==> src/rtl/imufp_pkg.sv <==
`default_nettype none
package imufp_pkg;

	localparam int FRAME_BYTES_DEF = 18;
	localparam logic [7:0] HEADER_BYTE = 8'h5A;
	localparam logic [15:0] WRAP_THRESHOLD_RST = 16'd30000;
	localparam logic signed [31:0] TURN_HUNDREDTHS = 32'sd36000;
	localparam logic signed [15:0] TURN_MAX = 16'sh7FFF;
	localparam logic signed [15:0] TURN_MIN = 16'sh8000;
	localparam int OUT_BITS = 184;

	// Fields lifted straight out of a matched frame.
	typedef struct packed {
		logic signed [15:0] gyro_x;
		logic signed [15:0] gyro_y;
		logic signed [15:0] gyro_z;
		logic [15:0]        yaw_angle;
		logic signed [15:0] roll_angle;
		logic signed [15:0] pitch_angle;
		logic [7:0]         device_status;
	} imufp_frame_t;

	// Yaw tracking state after the current frame is applied.
	typedef struct packed {
		logic signed [15:0] turns;
		logic signed [31:0] total_yaw;
		logic [31:0]        frame_number;
	} imufp_track_t;

endpackage
`default_nettype wire

==> src/rtl/imufp_window.sv <==
`default_nettype none
module imufp_window
	import imufp_pkg::*;
#(
	parameter int FRAME_BYTES = FRAME_BYTES_DEF
) (
	input  wire logic         clk,
	input  wire logic         arst_n,
	input  wire logic [7:0]   rx_byte,
	input  wire logic         step,
	output imufp_frame_t      frame,
	output logic              hit
);
	localparam int FILL_W = $clog2(FRAME_BYTES + 1);
	localparam logic [FILL_W-1:0] FILL_FULL = FILL_W'(FRAME_BYTES);

	logic [7:0] win_q [FRAME_BYTES];
	logic [7:0] win_nx [FRAME_BYTES];
	logic [7:0] sum_q;
	logic [7:0] sum_nx;
	logic [FILL_W-1:0] fill_q;
	logic [FILL_W-1:0] fill_nx;

	// sum_q tracks the 8-bit sum of every byte but the last one in the window.
	always_comb begin
		for (int i = 0; i < FRAME_BYTES - 1; i++) begin
			win_nx[i] = win_q[i+1];
		end
		win_nx[FRAME_BYTES-1] = rx_byte;
		sum_nx  = sum_q - win_q[0] + win_q[FRAME_BYTES-1];
		fill_nx = (fill_q == FILL_FULL) ? FILL_FULL : fill_q + FILL_W'(1);
	end

	assign hit = (fill_nx == FILL_FULL) && (win_nx[0] == HEADER_BYTE)
		&& (win_nx[1] == HEADER_BYTE) && (sum_nx == rx_byte);

	assign frame.gyro_x        = {win_nx[4], win_nx[5]};
	assign frame.gyro_y        = {win_nx[6], win_nx[7]};
	assign frame.gyro_z        = {win_nx[8], win_nx[9]};
	assign frame.yaw_angle     = {win_nx[10], win_nx[11]};
	assign frame.roll_angle    = {win_nx[12], win_nx[13]};
	assign frame.pitch_angle   = {win_nx[14], win_nx[15]};
	assign frame.device_status = win_nx[16];

	always_ff @(posedge clk or negedge arst_n) begin
		if (!arst_n) begin
			for (int i = 0; i < FRAME_BYTES; i++) begin
				win_q[i] <= '0;
			end
			sum_q  <= '0;
			fill_q <= '0;
		end else if (step) begin
			if (hit) begin
				// Drop the whole window once a frame is taken.
				for (int i = 0; i < FRAME_BYTES; i++) begin
					win_q[i] <= '0;
				end
				sum_q  <= '0;
				fill_q <= '0;
			end else begin
				win_q  <= win_nx;
				sum_q  <= sum_nx;
				fill_q <= fill_nx;
			end
		end
	end
endmodule
`default_nettype wire

==> src/rtl/imufp_unwrap.sv <==
`default_nettype none
module imufp_unwrap
	import imufp_pkg::*;
(
	input  wire logic         clk,
	input  wire logic         arst_n,
	input  wire logic         step,
	input  wire logic [15:0]  yaw_angle,
	input  wire logic [15:0]  wrap_threshold,
	output imufp_track_t      track
);
	logic [15:0]        prev_yaw_q;
	logic signed [15:0] turns_q;
	logic signed [15:0] turns_nx;
	logic signed [31:0] offset_q;
	logic signed [31:0] offset_nx;
	logic [31:0]        count_q;
	logic signed [17:0] diff;
	logic signed [17:0] thr;
	logic               up;
	logic               dn;

	// A large backward jump means the yaw crossed zero going up, and the reverse.
	always_comb begin
		diff = $signed({2'b00, yaw_angle}) - $signed({2'b00, prev_yaw_q});
		thr  = $signed({2'b00, wrap_threshold});
		up   = (diff + thr) < 18'sd0;
		dn   = (diff - thr) > 18'sd0;
		turns_nx  = turns_q;
		offset_nx = offset_q;
		if (up && (turns_q != TURN_MAX)) begin
			turns_nx  = turns_q + 16'sd1;
			offset_nx = offset_q + TURN_HUNDREDTHS;
		end else if (dn && (turns_q != TURN_MIN)) begin
			turns_nx  = turns_q - 16'sd1;
			offset_nx = offset_q - TURN_HUNDREDTHS;
		end
	end

	assign track.turns        = turns_nx;
	assign track.total_yaw    = $signed({16'h0000, yaw_angle}) + offset_nx;
	assign track.frame_number = count_q + 32'd1;

	always_ff @(posedge clk or negedge arst_n) begin
		if (!arst_n) begin
			prev_yaw_q <= '0;
			turns_q    <= '0;
			offset_q   <= '0;
			count_q    <= '0;
		end else if (step) begin
			prev_yaw_q <= yaw_angle;
			turns_q    <= turns_nx;
			offset_q   <= offset_nx;
			count_q    <= count_q + 32'd1;
		end
	end
endmodule
`default_nettype wire

==> src/rtl/imu_frame_parser_yaw_unwrap.sv <==
// Channel   Dir  Width  Contents
// s_axis    in   8      tdata = rx_byte
// m_axis    out  184    tdata = gyro_x, gyro_y, gyro_z, yaw_angle, roll_angle,
//                       pitch_angle, device_status, turns, total_yaw, frame_number
// cfg       in   16     cfg_wr_data = wrap_threshold, written when cfg_wr_en is high
//
// One byte is taken every cycle unless the input stalls. Each byte is held in the
// input register, where the window update, header and checksum match and turn
// tracking run; a matched frame is then loaded into the result register, whose
// valid flag drives m_axis_tvalid. The only stall is a matched frame meeting
// a full result register: that byte holds in the input register until the
// result transaction completes. Reset (arst_n low) empties both registers,
// the window and the yaw tracker.
`default_nettype none
module imu_frame_parser_yaw_unwrap
	import imufp_pkg::*;
#(
	parameter int FRAME_BYTES = FRAME_BYTES_DEF
) (
	input  wire logic                clk,
	input  wire logic                arst_n,
	input  wire logic                s_axis_tvalid,
	output logic                     s_axis_tready,
	input  wire logic [7:0]          s_axis_tdata,   // [7:0] rx_byte
	output logic                     m_axis_tvalid,
	input  wire logic                m_axis_tready,
	// [15:0] gyro_x, [31:16] gyro_y, [47:32] gyro_z, [63:48] yaw_angle,
	// [79:64] roll_angle, [95:80] pitch_angle, [103:96] device_status,
	// [119:104] turns, [151:120] total_yaw, [183:152] frame_number
	output logic [OUT_BITS-1:0]      m_axis_tdata,
	input  wire logic                cfg_wr_en,
	input  wire logic [15:0]         cfg_wr_data     // wrap_threshold
);
	logic               valid_s1;
	logic [7:0]         byte_s1;
	logic               out_valid_s2;
	logic [OUT_BITS-1:0] out_data_s2;
	logic [15:0]        wrap_threshold_q;

	imufp_frame_t       frame;
	imufp_track_t       track;
	logic               hit;
	logic               out_free;
	logic               adv_s1;

	// Result slot is free when empty or being drained this cycle.
	assign out_free = !out_valid_s2 || m_axis_tready;
	// A byte that matches no frame never needs the result slot.
	assign adv_s1   = valid_s1 && (!hit || out_free);
	assign s_axis_tready = !valid_s1 || adv_s1;

	always_ff @(posedge clk or negedge arst_n) begin
		if (!arst_n) begin
			wrap_threshold_q <= WRAP_THRESHOLD_RST;
		end else if (cfg_wr_en) begin
			wrap_threshold_q <= cfg_wr_data;
		end
	end

	// Input register: capture each byte transaction.
	always_ff @(posedge clk or negedge arst_n) begin
		if (!arst_n) begin
			valid_s1 <= 1'b0;
		end else if (s_axis_tready) begin
			valid_s1 <= s_axis_tvalid;
		end
	end

	always_ff @(posedge clk) begin
		if (s_axis_tready && s_axis_tvalid) begin
			byte_s1 <= s_axis_tdata;
		end
	end

	imufp_window #(
		.FRAME_BYTES(FRAME_BYTES)
	) u_window (
		.clk    (clk),
		.arst_n (arst_n),
		.rx_byte(byte_s1),
		.step   (adv_s1),
		.frame  (frame),
		.hit    (hit)
	);

	imufp_unwrap u_unwrap (
		.clk           (clk),
		.arst_n        (arst_n),
		.step          (adv_s1 && hit),
		.yaw_angle     (frame.yaw_angle),
		.wrap_threshold(wrap_threshold_q),
		.track         (track)
	);

	// Result register: load on a matched frame, clear once taken.
	always_ff @(posedge clk or negedge arst_n) begin
		if (!arst_n) begin
			out_valid_s2 <= 1'b0;
		end else if (adv_s1 && hit) begin
			out_valid_s2 <= 1'b1;
		end else if (m_axis_tready) begin
			out_valid_s2 <= 1'b0;
		end
	end

	always_ff @(posedge clk) begin
		if (adv_s1 && hit) begin
			out_data_s2 <= {track.frame_number, track.total_yaw, track.turns,
				frame.device_status, frame.pitch_angle, frame.roll_angle,
				frame.yaw_angle, frame.gyro_z, frame.gyro_y, frame.gyro_x};
		end
	end

	assign m_axis_tvalid = out_valid_s2;
	assign m_axis_tdata  = out_data_s2;
endmodule
`default_nettype wire

==> config.mk <==
export PLATFORM = sky130hd
export DESIGN_NAME = imu_frame_parser_yaw_unwrap
export DESIGN_NICKNAME = d
export VERILOG_FILES = /design/src/rtl/imufp_pkg.sv /design/src/rtl/imufp_window.sv /design/src/rtl/imufp_unwrap.sv /design/src/rtl/imu_frame_parser_yaw_unwrap.sv
export SDC_FILE = /design/constraint.sdc
export NUM_CORES = 1
export LEC_CHECK = 0
export BUFFER_PORTS_ARGS = -buffer_cell sky130_fd_sc_hd__clkbuf_2
export CORE_MARGIN = 3
export CORE_UTILIZATION = 56
export CTS_CLUSTER_SIZE = 16
export DETAILED_ROUTE_END_ITERATION = 12
export HOLD_SLACK_MARGIN = 0.06
export PLACE_DENSITY = 0.87
export SYNTH_ARGS = -nofsm -noshare
export SYNTH_HDL_FRONTEND = slang
export SYNTH_SLANG_ARGS = --single-unit
==> constraint.sdc <==
create_clock -name clk -period 23.3 [get_ports clk]
set_input_delay 1.165 -clock clk [delete_from_list [all_inputs] [get_ports clk]]
set_output_delay 1.165 -clock clk [all_outputs]
set_load 0.02 [all_outputs]
==> metrics.txt, run 1 <==
largest net degree at the start of global routing 109; Worst Path Required 23.61 ns; cell with the most instances after synthesis dfrtp_1; Post-Route Setup TNS 0 ns; DR vias 15,011; Worst setup SP type register; sequential fraction of the synthesis area 57.6%; WL/cell 20.7 um; global placer's final weighted congestion 0.887; Max stage delay on crit path 0.55 ns; CTS tree done; Worst IR Drop VDD 0.0000802 V; outcome finished, final reports clean; antenna violations before repair 0; skew final 0.0378 ns; area leader, netlist dfrtp_1; Largest delay share family, worst path compound AO/OA/AOI/OAI gates; share of the synthesized area in the top cell type 30.4%; Layout fillers 2,548; initial DRC count 1,395; layout cell share with drive strength beyond 1 18.0%; largest cells by area after synthesis dfrtp_1 30%, edfxtp_1 26%, a22o_1 5.8%; Max Fclk 109 MHz; Clock Sinks 453; fin nets 2,081; CTS Buffer Depth 3; ys async rst share 58.7%; critical path's slowest cell and2_1; final setup margin 14.15 ns; pins over their slew limit 0; global route overflow 0; pwr dens 100 nW/um2; Syn Area/Cell 12.0 um2; PortBufs 214; Final setup viols 0; period utilisation layout 39.3%; MaxCap Viol Count 0; Pleak 10.5 nW; Clock Latency Late Sink 0.61 ns; pre-CTS setup slack 14.34 ns; Reg clk slew, reported paths 0.06 ns; Post-DRT Antenna Nets 0; GRT Total Usage 25.5%; EDFF count, synth 187; wirelength, routed 51.8 mm; Starting Density 57.5%; headroom to the max-slew limit 24.8%; ANT cells 0; WP data arrival 9.46 ns; flops & latches, synth 453; vias in the first global route 14,821; Syn. warnings 0; Inst Count DP 2,424; final hold vios 0; Setup Fix Bufs, Post-CTS 0; Avg Vias per Cell 5.99; post-synthesis cell area 21,300 um2; # rows 70; RSZ-0062 raised after global routing false; Hold-fix buffers, CTS 0; CP bufs+invs 1; CP max FO 20; htree depth 2; Root Buffer clkbuf_16; DIE AREA 40,400 um2; Core Box Area 37,000 um2; Min Clock Period, post-route 9.15 ns; I/O Pins 215; top_reg_cell synth dfrtp_1; syn_nets 1,892; CP endpoint kind register; register area 12,300 um2; first-pass GRT wire length 83.0 mm; critical path class reg2reg; post-DP HPWL 35.5 mm; HP Class reg2reg; cell count after synthesis 1,778; synth cell count leaders 259 x dfrtp_1, 187 x edfxtp_1, 150 x nand2_1, 141 x a22o_1, 104 x inv_1; Chip Width 201 um; total CTS buffers 45; Die H 201 um; Resize count post-CTS 0; total power 2.44 mW; Non-Filler Instances 2,508; DRC 0; router iterations before antenna repair 5; area delta synth->final 14.3%; Worst Tran Pin Value 1.13 ns; Yosys cell types 90; area of the multi-input gates 8320 um2
==> metrics by stage <==
stage | util [%] | instance area [um2] | hold slack, ns
2_1_floorplan | - | 21300 | 0.445
6_report | 65.7 | 24400 | 0.476
4_1_cts | 65.7 | 24400 | 0.476
5_1_grt | 65.7 | 24400 | 0.493
3_3_place_gp | 61.5 | 22800 | 0.455
3_5_place_dp | 61.5 | 22800 | 0.465
==> placed cells by master, fill, tap and decap left out, types with 9 or more instances in the layout <==
master	instances
ha_1	75
o21bai_1	12
o21a_1	10
nor3_1	26
xor2_1	70
dfrtp_1	259
nor2b_1	14
o21ai_0	74
clkbuf_2	213
nand2_1	150
nand2b_1	15
o211ai_1	11
a31oi_1	16
clkbuf_16	46
or3_1	12
xnor2_1	100
nor4_1	12
fa_1	10
a22o_1	141
mux2_2	9
and3_1	31
edfxtp_1	187
nand4_1	16
inv_1	104
nand3_1	32
a21oi_1	49
nor2_1	82
buf_4	11
a21o_1	17
or2_2	10
==> final cells by class <==
cell class / instances / share of cell area [%]
Clock buffer: 58 / 5.12
Sequential cell: 453 / 50.4
Timing Repair Buffer: 225 / 4.78
Multi-Input combinational cell: 1137 / 34.1
Inverter: 105 / 1.62
Clock inverter: 26 / 1.34
Tap cell: 504 / 2.59
==> report_power, final <==
group	internal (mW)	total (mW)	switching, mW
clock	0.432	0.757	0.326
combinational	0.294	0.725	0.431
sequential	0.902	0.961	0.0591
==> flip-flops by register name, summed over array words and instances, names as in the netlist <==
name and flops:
u_window.win_q 8, u_unwrap.offset_q 27, u_unwrap.turns_q 16, wrap_threshold_q 16, m_axis_tvalid 1, valid_s1 1, u_window.frame 104, u_window.win_nx 32
u_unwrap.count_q 32, byte_s1 8, u_unwrap.prev_yaw_q 16, u_window.sum_q 8, u_window.fill_q 5, m_axis_tdata 179
==> cell families after synthesis <==
| family | after synthesis | share of synthesized area, % |
|---|---|---|
| DFF | 453 | 57.6 |
| buffers and inverters | 188 | 3.48 |
| AOI/OAI and AO/OA | 401 | 13.9 |
| and+or+nand+nor | 460 | 11.3 |
| xor gates and xnor gates | 178 | 7.68 |
| muxes | 13 | 0.663 |
| adders and majority gates | 85 | 5.34 |
==> path summary, 6_finish.rpt <==
kind | slack [ns] | depth (start not counted) | startpoint | endpoint
worst max-delay path | 14.15 | 36 | u_window.frame[41] | m_axis_tdata[142]
worst min-delay path | 0.48 | 0 | u_window.frame[13] | m_axis_tdata[85]
worst max register to register | 14.15 | 36 | u_window.frame[41] | m_axis_tdata[142]
worst min register to register | 0.48 | 0 | u_window.frame[13] | m_axis_tdata[85]
max in group asynchronous | 20.70 | 3 | arst_n | u_window.win_nx[121]
min in group asynchronous | 0.50 | 1 | arst_n | u_unwrap.count_q[17]
==> metal layers <==
layer	part of all wire (%)	global-route usage, %	wire [um]
met1	41	34.1	21300
met2	49	42.2	25300
met3	6.3	4.37	3260
met4	3.7	9.61	1930
met5	0	0	0
Power figures use the tool's default switching activity.
==> inputs of run 2 (changes only) <==
CORE_UTILIZATION = 54   (was 56)
PLACE_DENSITY = 0.88   (was 0.87)
clock period = 7.4 ns   (was 23.3 ns; I/O delays follow)
==> run 2 against run 1 <==
Effect of this change:
- the flow now finishes with violations (setup timing)
- die area grew 3.6%
- count of clock-buffer cells in the layout grew 12
- sequential share of layout area is 2.0 points lower
- sequential power rose to 3.1 times the previous value
- register-to-register slack got worse by 14 ns
- sequential cell count is the same
- routed wire length up 2.6%
- worst hold slack got worse by 0.38 ns
- via count up 2.3%
- clock power grew to 3.0 times the previous value
- non-clock buffer count rose by 92
- critical path type unchanged
==> metrics.txt, run 2 (synthesis gave the netlist of run 1 again) <==
global placer's final weighted congestion 0.917; Max Fclk 133 MHz; Pleak 11.0 nW; area delta synth->final 18.9%; HP Start cfg_wr_data[15]; final setup margin -0.0995 ns; DIE AREA 41,900 um2; Clock Latency Late Sink 0.58 ns; R2R setup slack -0.1 ns; MaxCap Viol Count 0; pwr dens 314 nW/um2; ANT cells 0; router iterations before antenna repair 5; CP max FO 7; pins over their slew limit 0; Reg clk slew, reported paths 0.07 ns; Worst IR Drop VDD 0.000285 V; final hold vios 0; Worst Hold Path EP wrap_threshold_q[15]; fin nets 2,173; Chip Width 205 um; GRT Total Usage 25.0%; Starting Density 54.9%; I/O Pins 215; Root Buffer clkbuf_16; failing checks setup timing; Worst setup SP type register; critical path's slowest cell dfrtp_1; Inst Count DP 2,483; antenna violations before repair 0; Worst R2R End m_axis_tdata[141]; skew final 0.0263 ns; layout cell share with drive strength beyond 1 21.8%; period utilisation layout 101%; leading cell type in the layout, fill and taps excluded dfrtp_1; DR vias 15,362; most frequent cells in the layout 259 x dfrtp_1, 213 x clkbuf_2, 187 x edfxtp_1; pre-CTS setup slack -0.242 ns; wirelength, routed 53.2 mm; CP bufs+invs 6; Largest delay share family, worst path compound AO/OA/AOI/OAI gates; htree depth 2; Die H 205 um; WP data arrival 7.80 ns; Avg Vias per Cell 5.88; largest net degree at the start of global routing 168; post-DP HPWL 35.3 mm; first-pass GRT wire length 83.2 mm; Fin Hold WS 0.0933 ns; total CTS buffers 45; outcome complete, but fails checks; Worst Tran Pin Value 1.17 ns; global route overflow 0; CTS Buffer Depth 3; HP Class in2reg; Min Clock Period, post-route 7.50 ns; Post-DRT Antenna Nets 0; critical path class reg2reg; post-layout util 65.3%; Final setup viols 11; DP Area 23,200 um2; Clock Sinks 453; final non-filler cell area 25,300 um2; WL/cell 20.3 um; Worst Path Required 7.70 ns; headroom to the max-slew limit 21.8%; Hold Path Stages 3; R2R Path Start u_window.frame[41]; CTS tree done; RSZ-0062 raised after global routing true; PortBufs 214; Max stage delay on crit path 0.40 ns; crit-path most repeated cell buf_4; vias in the first global route 15,385; R2R depth 38; Non-Filler Instances 2,613; initial DRC count 1,245; CP endpoint kind register; max FFs per register 179; Core Box Area 38,800 um2; # rows 72; DRC 0
## run 2: cell types whose count changed in the layout (fill, tap and decap cells not counted), sizes merged
cell	change
clkinvlp	-3
clkinv	-4
bufinv	-3
buf	+67
dlygate4sd3	+25
clkbuf	+12
inv	-3
## run 2: tightest hold or removal path, delay by kind of cell
kind	cells	cell delay, ns
simple gates	1	0.05
compound gates	1	0.08
buf+inv	1	0.12
## run 2: per-stage QoR
step | TNS, ns | power (mW)
3_3_place_gp | -0.0296 | 5.39
2_1_floorplan | 0 | 4.70
3_5_place_dp | -1.92 | 5.47
6_report | -0.614 | 7.97
4_1_cts | 0 | 7.77
5_1_grt | -7.09 | 8.37
## run 2: report_power, final
group          leakage (nW)  internal, mW  switching [mW]
clock                 0.698          1.27           0.980
sequential             5.06          2.84           0.181
combinational          5.20          1.21            1.49
total                  11.0          5.32            2.65
## run 2: cell type report
| type | count | area, um2 |
|---|---|---|
| clock buffer | 70 | 1310 |
| clock inverter | 13 | 133 |
| fill | 2737 | 13500 |
| inverter | 105 | 394 |
| multi-input combinational | 1137 | 8600 |
| sequential | 453 | 12300 |
| tap | 518 | 648 |
| timing repair buffer | 317 | 1980 |
## run 2: layer usage
layer | vias up | part of all wire, % | GRT usage (%)
met4 | 0 | 4.0 | 10.7
met2 | 588 | 49 | 41.3
met5 | - | 0 | 0
li1 | 6987 | - | -
met3 | 128 | 6.5 | 5.05
met1 | 7659 | 40 | 32.3
## run 2: how the worst max path moves through the flow
| stage | from | endpoint | slack [ns] | cells past startpoint |
|---|---|---|---|---|
| floorplan | u_unwrap.prev_yaw_q[1] | m_axis_tdata[142] | 0.06 | 39 |
| CTS | u_window.frame[40] | m_axis_tdata[151] | 0.04 | 36 |
| detailed placement | u_window.frame[41] | m_axis_tdata[142] | -0.24 | 36 |
| global route | u_window.frame[41] | m_axis_tdata[149] | -0.56 | 37 |
| global placement | u_window.frame[41] | m_axis_tdata[142] | -0.03 | 36 |
| finish | u_window.frame[41] | m_axis_tdata[141] | -0.1 | 38 |
## run 2: timing repair
item                       CTS  global route
pin swaps                    4            39
resized for setup           17            54
hold endpoints to repair   123             0
buffers inserted             1            22
gates cloned                 0             0
hold buffers                25             0
setup endpoints to repair   15            19
==> inputs of run 3 (changes only) <==
--- a/config.mk
+++ b/config.mk
@@ -8,9 +8,10 @@
 export BUFFER_PORTS_ARGS = -buffer_cell sky130_fd_sc_hd__clkbuf_2
 export CORE_MARGIN = 3
-export CORE_UTILIZATION = 54
+export CORE_UTILIZATION = 55
+export CTS_BUF_LIST = sky130_fd_sc_hd__clkbuf_2 sky130_fd_sc_hd__clkbuf_4 sky130_fd_sc_hd__clkbuf_8
 export CTS_CLUSTER_SIZE = 16
 export DETAILED_ROUTE_END_ITERATION = 12
 export HOLD_SLACK_MARGIN = 0.06
-export PLACE_DENSITY = 0.88
+export PLACE_DENSITY = 0.89
 export SYNTH_ARGS = -nofsm -noshare
 export SYNTH_HDL_FRONTEND = slang
==> constraint.sdc (replaced) <==
create_clock -name clk -period 7.4 [get_ports clk]
set_input_delay 0.37 -clock clk [delete_from_list [all_inputs] [get_ports clk]]
set_output_delay 0.37 -clock clk [all_outputs]
set_load 0.1 [all_outputs]
==> run 3 against run 2 <==
Effect of this change:
- critical path depth is 2 higher
- clock power hardly changed
- power down 0.77%
- highest routed layer unchanged
- utilization is 1.6 points higher
- the flow still finishes with violations (setup timing)
- worst setup slack lost 0.094 ns
- non-clock buffer count is 6 higher
- clock skew increased by 0.014 ns
- routed wire length is 1.3% higher
- cell count grew 2.0%
- worst hold slack gained 0.14 ns
- largest cell class unchanged
- count of clock-buffer cells in the layout rose by 35
- via count grew 2.0%
==> metrics.txt, run 3 (synthesis gave the netlist of run 1 again) <==
largest net degree at the start of global routing 139; fin nets 2,208; DP Area 23,200 um2; htree depth 3; Min Clock Period, post-route 7.59 ns; failing checks setup timing; CP endpoint kind register; Avg Vias per Cell 5.88; WL/cell 20.2 um; max FFs per register 179; first-pass GRT wire length 83.8 mm; post-DP HPWL 35.3 mm; final setup margin -0.193 ns; vias in the first global route 15,802; router iterations before antenna repair 7; DR vias 15,674; Pleak 11.1 nW; Max Fclk 132 MHz; pwr dens 312 nW/um2; crit path from u_unwrap.prev_yaw_q[1]; R2R Path Start u_unwrap.prev_yaw_q[1]; Root Buffer clkbuf_8; final hold vios 0; post-layout util 66.9%; initial DRC count 1,454; Worst IR Drop VDD 0.000211 V; RSZ-0062 raised after global routing true; Clock Sinks 453; critical path class reg2reg; global route overflow 0; skew final 0.0401 ns; Max stage delay on crit path 0.38 ns; global placer's final weighted congestion 0.930; headroom to the max-slew limit 25.6%; antenna violations before repair 1; wirelength, routed 53.8 mm; Chip Width 203 um; CP max FO 7; Worst Tran Pin Value 1.12 ns; outcome complete, but fails checks; MaxCap Viol Count 0; Clock Latency Late Sink 0.64 ns; CTS tree done; Starting Density 56.2%; DIE AREA 41,200 um2; Final setup viols 14; pre-CTS setup slack -0.235 ns; Worst setup SP type register; CTS Buffer Depth 3; HP Class in2reg; total CTS buffers 74; critical path's slowest cell dfrtp_1; Post-DRT Antenna Nets 0; final non-filler cell area 25,400 um2; Core Box Area 37,900 um2; pins over their slew limit 0; layout cell share with drive strength beyond 1 24.0%; DRC 0; area delta synth->final 19.0%; # rows 71; PortBufs 214; WP data arrival 7.95 ns; Die H 203 um; I/O Pins 215; most frequent cells in the layout 259 x dfrtp_1, 213 x clkbuf_2, 187 x edfxtp_1; period utilisation layout 103%; HP Start m_axis_tready; GRT Total Usage 25.4%; Worst Path Required 7.75 ns; Reg clk slew, reported paths 0.06 ns; leading cell type in the layout, fill and taps excluded dfrtp_1
-- run 3: changes by cell type in the layout (fill, tap and decap cells not counted), sizes merged --
cell,delta
diode,+1
clkbuf,+35
dlygate4sd3,+1
inv,+2
buf,+5
clkinv,+15
-- run 3: stage by stage --
stage | hold WS [ns] | total power [mW] | setup TNS [ns] | cells
3_5_place_dp | 0.461 | 5.48 | -2.55 | 2480
4_1_cts | 0.188 | 7.75 | 0 | 2644
6_report | 0.236 | 7.91 | -1.65 | 2665
2_1_floorplan | 0.0744 | 4.70 | 0 | 1778
5_1_grt | 0.258 | 8.30 | -8.38 | 2665
3_3_place_gp | 0.458 | 5.39 | 0 | 2480
-- run 3: cell type report --
cell class | count | area (um2)
Fill cell | 2570 | 12600
Sequential cell | 453 | 12300
Multi-Input combinational cell | 1137 | 8550
Timing Repair Buffer | 323 | 2020
Clock buffer | 105 | 1290
Tap cell | 511 | 639
Inverter | 105 | 394
Clock inverter | 30 | 206
Antenna cell | 1 | 2.50
-- run 3: report_power, final --
| group | internal, mW | leakage [nW] | switching, mW |
|---|---|---|---|
| clock | 1.18 | 0.794 | 1.04 |
| combinational | 1.20 | 5.23 | 1.47 |
| sequential | 2.84 | 5.06 | 0.180 |
| total | 5.22 | 11.1 | 2.69 |
-- run 3: per-layer routing --
layer / vias to the layer above / routed length, um / share of wire, % / track usage, %
met5: - / 0 / 0 / 0
met4: 0 / 2080 / 3.9 / 10.9
met3: 152 / 3540 / 6.6 / 5.21
met2: 664 / 26500 / 49 / 42.2
met1: 7782 / 21700 / 40 / 32.7
li1: 7076 / - / - / -
-- run 3: timing repair --
item	CTS	global route
setup buffers	3	20
pin swaps	7	41
gates resized for setup	15	42
endpoints found under the setup margin	17	19
endpoints found under the hold margin	148	0
hold buffers	26	0
-- run 3: critical path: cells and delay by family (launching register included) --
family,cells,cell delay [ns]
AOI/OAI and AO/OA,17,2.85
xor gates and xnor gates,2,0.26
adders and majority gates,4,1.09
buffers and inverters,4,0.54
DFF,1,0.38
and+or+nand+nor,13,2.18
-- run 3: worst paths after layout --
path,endpoint,slack (ns),depth (start not counted)
max in group asynchronous,u_window.frame[97],5.75,3
max reg2reg,m_axis_tdata[149],-0.19,40
min in group asynchronous,u_unwrap.turns_q[6],0.43,2
min reg2reg,m_axis_tdata[7],0.47,0
min,m_axis_tvalid,0.24,3
max,m_axis_tdata[149],-0.19,40
